**config.mk**
```make
export PLATFORM = sky130hd
export DESIGN_NAME = line_rasterizer
export DESIGN_NICKNAME = d
export VERILOG_FILES = /design/src/sv/lr_pkg.sv /design/src/sv/lr_setup.sv /design/src/sv/lr_stepper.sv /design/src/sv/line_rasterizer.sv
export VERILOG_INCLUDE_DIRS = /design/src /design/src/sv
export SDC_FILE = /design/constraint.sdc
export NUM_CORES = 1
export LEC_CHECK = 0
export BUFFER_PORTS_ARGS = -buffer_cell sky130_fd_sc_hd__buf_2
export CORE_MARGIN = 1.5
export CORE_UTILIZATION = 65
export CTS_CLUSTER_DIAMETER = 150
export CTS_CLUSTER_SIZE = 30
export DETAILED_ROUTE_END_ITERATION = 7
export GPL_ROUTABILITY_DRIVEN = 1
export PLACE_DENSITY = 0.84
export SYNTH_ARGS = -nofsm -noshare
export SYNTH_HDL_FRONTEND = slang
export SYNTH_SLANG_ARGS = --single-unit
```
**constraint.sdc**
```tcl
create_clock -name clk -period 15.9 [get_ports clk]
set_clock_uncertainty 0.1 [all_clocks]
set_input_delay 1.59 -clock clk [delete_from_list [all_inputs] [get_ports clk]]
set_output_delay 1.59 -clock clk [all_outputs]
set_load 0.01 [all_outputs]
```
**src/sv/assert_macros.svh**
```systemverilog
// ----------------------------------------------------------------------------
// Assertion macros
// Shared concurrent assertion wrappers for the line rasteriser RTL.
// ----------------------------------------------------------------------------
`ifndef ASSERT_MACROS_SVH
`define ASSERT_MACROS_SVH

// Check a property on every rising clock edge outside reset.
`define ASSERT_AT(label, clk, rst_n, prop) \
    label: assert property (@(posedge clk) disable iff (!rst_n) prop) \
        else $error("assertion failed");

// Check that an expression is never true outside reset.
`define ASSERT_NEVER(label, clk, rst_n, expr) \
    `ASSERT_AT(label, clk, rst_n, !(expr))

`endif

```
**src/sv/lr_pkg.sv**
```systemverilog
// ----------------------------------------------------------------------------
// Line rasteriser package
// Widths, request codes, octant codes and beat types shared by the rasteriser.
// ----------------------------------------------------------------------------
package lr_pkg;

    localparam int COORD_WIDTH = 16;
    localparam int STEP_WIDTH  = COORD_WIDTH + 2;
    localparam int ERR_WIDTH   = COORD_WIDTH + 4;
    localparam int COLOR_WIDTH = 24;

    localparam logic REQ_START = 1'b0;
    localparam logic REQ_STEP  = 1'b1;

    typedef enum logic [1:0] {
        OCT_X_RISE = 2'd0,
        OCT_X_FALL = 2'd1,
        OCT_Y_RISE = 2'd2,
        OCT_Y_FALL = 2'd3
    } octant_t;

    typedef struct packed {
        logic                          req_type;
        logic signed [COORD_WIDTH-1:0] start_x;
        logic signed [COORD_WIDTH-1:0] start_y;
        logic signed [COORD_WIDTH-1:0] end_x;
        logic signed [COORD_WIDTH-1:0] end_y;
        logic        [COLOR_WIDTH-1:0] pen_color;
    } req_t;

    typedef struct packed {
        logic signed [COORD_WIDTH-1:0] pixel_x;
        logic signed [COORD_WIDTH-1:0] pixel_y;
        logic        [COLOR_WIDTH-1:0] pixel_color;
        logic                          last_pixel;
    } pix_t;

    typedef struct packed {
        logic                          busy;
        octant_t                       octant;
        logic signed [COORD_WIDTH-1:0] cur_x;
        logic signed [COORD_WIDTH-1:0] cur_y;
        logic signed [COORD_WIDTH-1:0] stop_coord;
        logic signed [STEP_WIDTH-1:0]  step_a;
        logic signed [STEP_WIDTH-1:0]  step_b;
        logic signed [ERR_WIDTH-1:0]   error_term;
        logic        [COLOR_WIDTH-1:0] line_color;
    } line_t;

endpackage

```
**src/sv/lr_setup.sv**
```systemverilog
// ----------------------------------------------------------------------------
// Line setup
// Orders the endpoints, picks the octant rule and loads the decision term.
// ----------------------------------------------------------------------------
module lr_setup
    import lr_pkg::*;
(
    input  req_t  req,
    output line_t line
);

    logic signed [COORD_WIDTH-1:0] x0;
    logic signed [COORD_WIDTH-1:0] y0;
    logic signed [COORD_WIDTH-1:0] x1;
    logic signed [COORD_WIDTH-1:0] y1;
    logic signed [COORD_WIDTH:0]   dx;
    logic signed [COORD_WIDTH:0]   ndx;
    logic signed [COORD_WIDTH:0]   dy;
    logic        [COORD_WIDTH:0]   dy_mag;
    logic signed [STEP_WIDTH-1:0]  a;
    logic signed [STEP_WIDTH-1:0]  b;
    logic signed [ERR_WIDTH-1:0]   a_ext;
    logic signed [ERR_WIDTH-1:0]   b_ext;
    logic signed [ERR_WIDTH-1:0]   ndx_ext;
    logic signed [ERR_WIDTH-1:0]   dy_ext;
    logic                          x_major;

    always_comb
    begin
        if (req.end_x < req.start_x)
        begin
            x0 = req.end_x;
            y0 = req.end_y;
            x1 = req.start_x;
            y1 = req.start_y;
        end
        else
        begin
            x0 = req.start_x;
            y0 = req.start_y;
            x1 = req.end_x;
            y1 = req.end_y;
        end
    end

    assign dx  = {x1[COORD_WIDTH-1], x1} - {x0[COORD_WIDTH-1], x0};
    assign ndx = {x0[COORD_WIDTH-1], x0} - {x1[COORD_WIDTH-1], x1};
    assign dy  = {y1[COORD_WIDTH-1], y1} - {y0[COORD_WIDTH-1], y0};

    assign dy_mag  = dy[COORD_WIDTH] ? (COORD_WIDTH+1)'(-dy) : dy;
    assign x_major = (dx >= $signed({1'b0, dy_mag[COORD_WIDTH-1:0]})) && !dy_mag[COORD_WIDTH];

    assign a = {dy, 1'b0};
    assign b = {ndx, 1'b0};

    assign a_ext   = {{(ERR_WIDTH-STEP_WIDTH){a[STEP_WIDTH-1]}}, a};
    assign b_ext   = {{(ERR_WIDTH-STEP_WIDTH){b[STEP_WIDTH-1]}}, b};
    assign ndx_ext = {{(ERR_WIDTH-COORD_WIDTH-1){ndx[COORD_WIDTH]}}, ndx};
    assign dy_ext  = {{(ERR_WIDTH-COORD_WIDTH-1){dy[COORD_WIDTH]}}, dy};

    always_comb
    begin
        line.busy       = 1'b1;
        line.cur_x      = x0;
        line.cur_y      = y0;
        line.step_a     = a;
        line.step_b     = b;
        line.line_color = req.pen_color;
        if (x_major)
        begin
            line.stop_coord = x1;
            if (!dy[COORD_WIDTH])
            begin
                line.octant     = OCT_X_RISE;
                line.error_term = a_ext + ndx_ext;
            end
            else
            begin
                line.octant     = OCT_X_FALL;
                line.error_term = a_ext - ndx_ext;
            end
        end
        else
        begin
            line.stop_coord = y1;
            if (!dy[COORD_WIDTH])
            begin
                line.octant     = OCT_Y_RISE;
                line.error_term = b_ext + dy_ext;
            end
            else
            begin
                line.octant     = OCT_Y_FALL;
                line.error_term = -b_ext - dy_ext;
            end
        end
    end

endmodule

```
**src/sv/lr_stepper.sv**
```systemverilog
// ----------------------------------------------------------------------------
// Line stepper
// Emits the current pixel and advances the coordinates and decision term.
// ----------------------------------------------------------------------------
module lr_stepper
    import lr_pkg::*;
(
    input  line_t line,
    output line_t line_next,
    output pix_t  pix
);

    logic signed [ERR_WIDTH-1:0] err;
    logic signed [ERR_WIDTH-1:0] a_ext;
    logic signed [ERR_WIDTH-1:0] b_ext;
    logic                        err_pos;
    logic                        err_neg;
    logic                        last;

    assign err     = line.error_term;
    assign a_ext   = {{(ERR_WIDTH-STEP_WIDTH){line.step_a[STEP_WIDTH-1]}}, line.step_a};
    assign b_ext   = {{(ERR_WIDTH-STEP_WIDTH){line.step_b[STEP_WIDTH-1]}}, line.step_b};
    assign err_neg = err[ERR_WIDTH-1];
    assign err_pos = !err[ERR_WIDTH-1] && (err != '0);

    assign last = ((line.octant == OCT_X_RISE) || (line.octant == OCT_X_FALL))
                ? (line.cur_x == line.stop_coord)
                : (line.cur_y == line.stop_coord);

    always_comb
    begin
        pix.pixel_x     = line.cur_x;
        pix.pixel_y     = line.cur_y;
        pix.pixel_color = line.line_color;
        pix.last_pixel  = last;
    end

    always_comb
    begin
        line_next      = line;
        line_next.busy = !last;
        case (line.octant)
            OCT_X_RISE:
            begin
                line_next.cur_x      = line.cur_x + COORD_WIDTH'(1);
                line_next.cur_y      = line.cur_y + COORD_WIDTH'(err_pos);
                line_next.error_term = err + a_ext + (err_pos ? b_ext : '0);
            end
            OCT_X_FALL:
            begin
                line_next.cur_x      = line.cur_x + COORD_WIDTH'(1);
                line_next.cur_y      = line.cur_y - COORD_WIDTH'(err_neg);
                line_next.error_term = err + a_ext - (err_neg ? b_ext : '0);
            end
            OCT_Y_RISE:
            begin
                line_next.cur_x      = line.cur_x + COORD_WIDTH'(err_neg);
                line_next.cur_y      = line.cur_y + COORD_WIDTH'(1);
                line_next.error_term = err + b_ext + (err_neg ? a_ext : '0);
            end
            default:
            begin
                line_next.cur_x      = line.cur_x + COORD_WIDTH'(err_pos);
                line_next.cur_y      = line.cur_y - COORD_WIDTH'(1);
                line_next.error_term = err - b_ext + (err_pos ? a_ext : '0);
            end
        endcase
    end

endmodule

```
**src/sv/line_rasterizer.sv**
```systemverilog
// ----------------------------------------------------------------------------
// Line rasteriser
// Midpoint line rasteriser producing one pixel beat per step request on an active line.
// ----------------------------------------------------------------------------
// A start beat latches two endpoints and a colour and produces no pixel; each
// step beat while a line is active produces one pixel beat, the final one with
// last_pixel set, after which step beats produce nothing until the next start.
// A start beat abandons any line in progress. One request beat is taken every
// clock while the pixel side keeps up; a step beat goes from the request
// register through the single setup or stepper stage into the pixel register, and
// a stalled pixel beat holds the request register and then the request channel.
// ----------------------------------------------------------------------------
`include "assert_macros.svh"

module line_rasterizer
    import lr_pkg::*;
(
    input  logic clk,
    input  logic rst_n,
    input  logic req_valid,
    output logic req_ready,
    input  req_t req,
    output logic pix_valid,
    input  logic pix_ready,
    output pix_t pix
);

    logic  req_valid_reg;
    req_t  req_reg;
    line_t line_reg;
    line_t line_next;
    line_t setup_line;
    line_t step_line;
    pix_t  step_pix;
    logic  pix_valid_reg;
    logic  pix_valid_next;
    pix_t  pix_reg;
    logic  advance;
    logic  req_fire;
    logic  work;
    logic  is_step;
    logic  emit;

    lr_setup u_setup (
        .req  (req_reg),
        .line (setup_line)
    );

    lr_stepper u_stepper (
        .line      (line_reg),
        .line_next (step_line),
        .pix       (step_pix)
    );

    assign advance   = !pix_valid_reg || pix_ready;
    assign req_ready = !req_valid_reg || advance;
    assign req_fire  = req_valid && req_ready;
    assign work      = req_valid_reg && advance;
    assign is_step   = (req_reg.req_type == REQ_STEP);
    assign emit      = work && is_step && line_reg.busy;

    always_comb
    begin
        line_next = line_reg;
        if (work)
        begin
            if (!is_step)
            begin
                line_next = setup_line;
            end
            else if (line_reg.busy)
            begin
                line_next = step_line;
            end
        end
    end

    assign pix_valid_next = emit || (pix_valid_reg && !pix_ready);

    always_ff @(posedge clk or negedge rst_n)
    begin
        if (!rst_n)
        begin
            req_valid_reg <= 1'b0;
            pix_valid_reg <= 1'b0;
            line_reg      <= '0;
        end
        else
        begin
            if (req_fire)
            begin
                req_valid_reg <= 1'b1;
            end
            else if (advance)
            begin
                req_valid_reg <= 1'b0;
            end
            pix_valid_reg <= pix_valid_next;
            line_reg      <= line_next;
        end
    end

    always_ff @(posedge clk)
    begin
        if (req_fire)
        begin
            req_reg <= req;
        end
        if (emit)
        begin
            pix_reg <= step_pix;
        end
    end

    assign pix_valid = pix_valid_reg;
    assign pix       = pix_reg;

    `ASSERT_NEVER(a_hold_ready, clk, rst_n, req_valid_reg && !advance && req_ready)
    `ASSERT_AT(a_start_busy, clk, rst_n, (work && !is_step) |=> line_reg.busy)
    `ASSERT_AT(a_last_idle, clk, rst_n, (emit && step_pix.last_pixel) |=> !line_reg.busy)
    `ASSERT_AT(a_idle_quiet, clk, rst_n, (work && !emit && pix_ready) |=> !pix_valid)

endmodule

```
==> reports/results.tsv <==
metric	value	unit
I/O pin cnt	152	
Largest register FFs	128	
register area share after synthesis	30.5	%
port bufs	151	
Least-Margin Pin Slew	1.22	ns
Routed WL	81000	um
FILL cells	2908	
Site Rows	71	
Core ar.	37800	um^2
Hold Vio Cnt, Final	0	
Slew headroom	18.2	%
Final min period	10.36	ns
Num CTS Buffers	13	
final period utilization	65.1	%
Critical Path Max Stage Delay	0.59	ns
Die ar.	39700	um^2
Critical Path Slowest Stage Cell	ha_1	
Cell Int Power	3130	uW
vias in the first global route	21707	
Worst-path clk slew	0.11	ns
Final HPWL DP	62800	um
Post-Syn Instances	2903	
# Post-CTS Setup Buffers	0	
outcome	finished clean	
Seq cells post-synth	276	
number of hold buffers added after cts	0	
GP Congestion	1.01	
clock network power share	6.1	%
Crit Path Max Fanout	57	
final slew viol count	0	
drt pass-1 iters	6	
First DRT Iteration DRCs	2514	
ant diodes	0	
mapped cell area	25000	um^2
Max Buffers Root-to-Sink	3	
Final #Nets	3345	
hold_ws	0.352	ns
CTS tree	yes	
Post-synth EDFFs	146	
crit path capture type	register	
post-cts gate resize count	0	
Via Count	23166	
CTS sink cnt	276	
reported max-cap violation count	0	
Arrival @ worst endpoint	10.68	ns
Post-synth top flop	edfxtp_1	
Synth Area in XOR/XNOR	6.74	%
Unique masters post-synth	95	
Setup CP Type	register to register	
largest family of logic cells by synthesized area	compound AO/OA/AOI/OAI gates	
post-synthesis simple-gate area fraction	16.9	%
Worst path depth	37	
initial antenna violation count	4	
remaining antenna violation count	0	
Final WS setup	5.54	ns
GR Util All Layers	40.4	%
CTS H-tree depth	1	
register area	7640	um^2
critical path's top delay family	compound AO/OA/AOI/OAI gates	
clk root buf	clkbuf_16	
Hold/Removal Path Class	register to register	
Setup WS pre-CTS	5.81	ns
multi-input logic area	16200	um^2
largest net degree at the start of global routing	110	
WP data required	16.23	ns
synthesized-area fraction occupied by adder cells	15.3	%
reg2reg path depth	37	
Seq pwr share	18.3	%
Initial Util	66.3	%
DP Area	26200	um^2
VDD IR max	0.000123	V
global-route wire length before repair	123000	um
total congestion overflow	0	
layout cell share with drive strength beyond 1	8.40	%
Fmax achieved	0.0966	GHz
Final TNS setup	0	ns
Setup-failing EPs final	0	
Comb pwr share	75.5	%
CP Launch Type	register	
Die Span Y	199	um
total net switching power	3420	uW
Buf+Inv Stages, Crit Path	6	
RSZ-0062 raised after global routing	no	
Worst Hold Path Cells	2	
PD cells	247	nW/um^2
post-layout instance area	26600	um^2
post-synthesis compound-gate area fraction	21.7	%
Skew-Pair Late Insertion Delay	0.54	ns
P_leak	0.0116	uW
synth warn	0	
asr flop ratio synth	47.1	%
Die Width	199	um
Via density	6.62	
synthesized area per cell	8.62	um^2
mux contribution to synthesized area	3.63	%
P&R area growth vs syn	6.10	%
WL per Instance	23.2	um
Sw Share	52.2	%
DRC violations left	0	
-- worst paths after layout --
kind	end	startpoint	slack [ns]
max	line_reg[93]$_DFFE_PN0P_	req_reg[55]$_DFFE_PP_	5.54
min	line_reg[18]$_DFFE_PN0P_	req_reg[18]$_DFFE_PP_	0.35
max reg2reg	line_reg[93]$_DFFE_PN0P_	req_reg[55]$_DFFE_PP_	5.54
min reg2reg	line_reg[18]$_DFFE_PN0P_	req_reg[18]$_DFFE_PP_	0.35
max in group asynchronous	line_reg[129]$_DFFE_PN0P_	rst_n	13.11
min in group asynchronous	line_reg[21]$_DFFE_PN0P_	rst_n	1.03
-- tightest hold or removal path: cells and delay by family, from the launching register on --
| family | cells | cell delay [ns] |
|---|---|---|
| flops | 1 | 0.33 |
| simple gates | 2 | 0.10 |
-- final cells by class --
class                   instances  area share (%)
multi-input cells            2311            60.9
flip-flops and latches        276            28.8
repair buffers                180            3.68
inverters                     198            2.80
well taps                     511            2.41
clock buffers                  18            1.30
clock inverters                 4           0.146
-- metal layers --
metal  wire length [um]  part of all wire [%]  global-route usage [%]
met5                 38                 0.047                       0
met4               3250                   4.0                    14.2
met3               8980                    11                    9.52
met2              35500                    44                    63.1
met1              33200                    41                    54.9
-- through the flow --
stage / util [%] / cells / power (uW)
final: 70.3 / 3498 / 6550
after global routing: 70.3 / 3498 / 7040
after CTS: 70.3 / 3498 / 6400
after floorplan: - / 2906 / 4760
after global placement: 69.3 / 3476 / 5800
after detailed placement: 69.3 / 3476 / 5960
-- power by group through the flow --
| stage | logic (uW) | clock network, uW | registers, uW |
|---|---|---|---|
| after floorplan | 3670 | 0 | 1100 |
| after global placement | 4610 | 0 | 1190 |
| after detailed placement | 4760 | 0 | 1200 |
| after CTS | 4810 | 403 | 1180 |
| after global routing | 5390 | 427 | 1220 |
| final | 4940 | 402 | 1200 |
-- synth_stat cells, drive strengths merged (11+ instances only) --
cell type  instances  area share (%)
mux2              22            0.99
nor2             200             3.0
buf               35            0.84
nand2            338             5.1
nand2b            44             1.1
a211oi            24            0.74
nor2b             55             1.4
a221o             16            0.64
edfxtp           146              18
a31oi             41             1.0
inv              198             3.0
and2              31            0.77
xor2              44             1.5
a21oi            219             4.4
or3               27            0.69
a22oi             16            0.48
o21ai            207             4.1
clkbuf            86             1.3
o21a              25            0.75
nor4              14            0.37
o21bai            24            0.72
a21o              49             1.5
nand3             49            0.98
o31ai             21            0.63
o211ai            24            0.72
xnor2            147             5.2
fa                45             3.6
a21boi            23            0.73
dfrtp            130              13
and3              31            0.78
nor3              68             1.4
nand4             16            0.40
o22ai             33            0.82
a2111oi           11            0.49
ha               227              11
mux2i             66             2.6
-- cell families after synthesis --
logic type                 count (synthesis)
DFF                                      276
other                                      2
AOI/OAI and AO/OA                        842
buffers and inverters                    319
and+or+nand+nor                          904
xor gates and xnor gates                 191
muxes                                     88
adders and majority gates                281
-- placed cells by master (no fill, tap or decap), types with 21 or more instances in the layout --
master,synthesis,final
edfxtp_1,146,146
o22ai_1,33,33
nor3_1,68,68
a21oi_1,218,218
nand2b_1,44,44
dfrtp_1,130,129
nand3_1,49,49
a21boi_0,22,22
inv_1,198,197
nand2_1,338,336
o21bai_1,24,24
fa_1,45,45
buf_4,8,30
o31ai_1,21,21
nor2_1,199,197
a31oi_1,41,41
or3_1,26,26
ha_1,227,227
xor2_1,44,44
and2_1,31,30
nor2b_1,55,55
and3_1,30,30
a211oi_1,23,23
o21a_1,25,25
xnor2_1,145,145
mux2i_1,66,66
o211ai_1,24,24
a21o_1,49,49
o21ai_0,205,204
buf_2,9,150
Note: power is estimated with default switching activity, not from simulation.
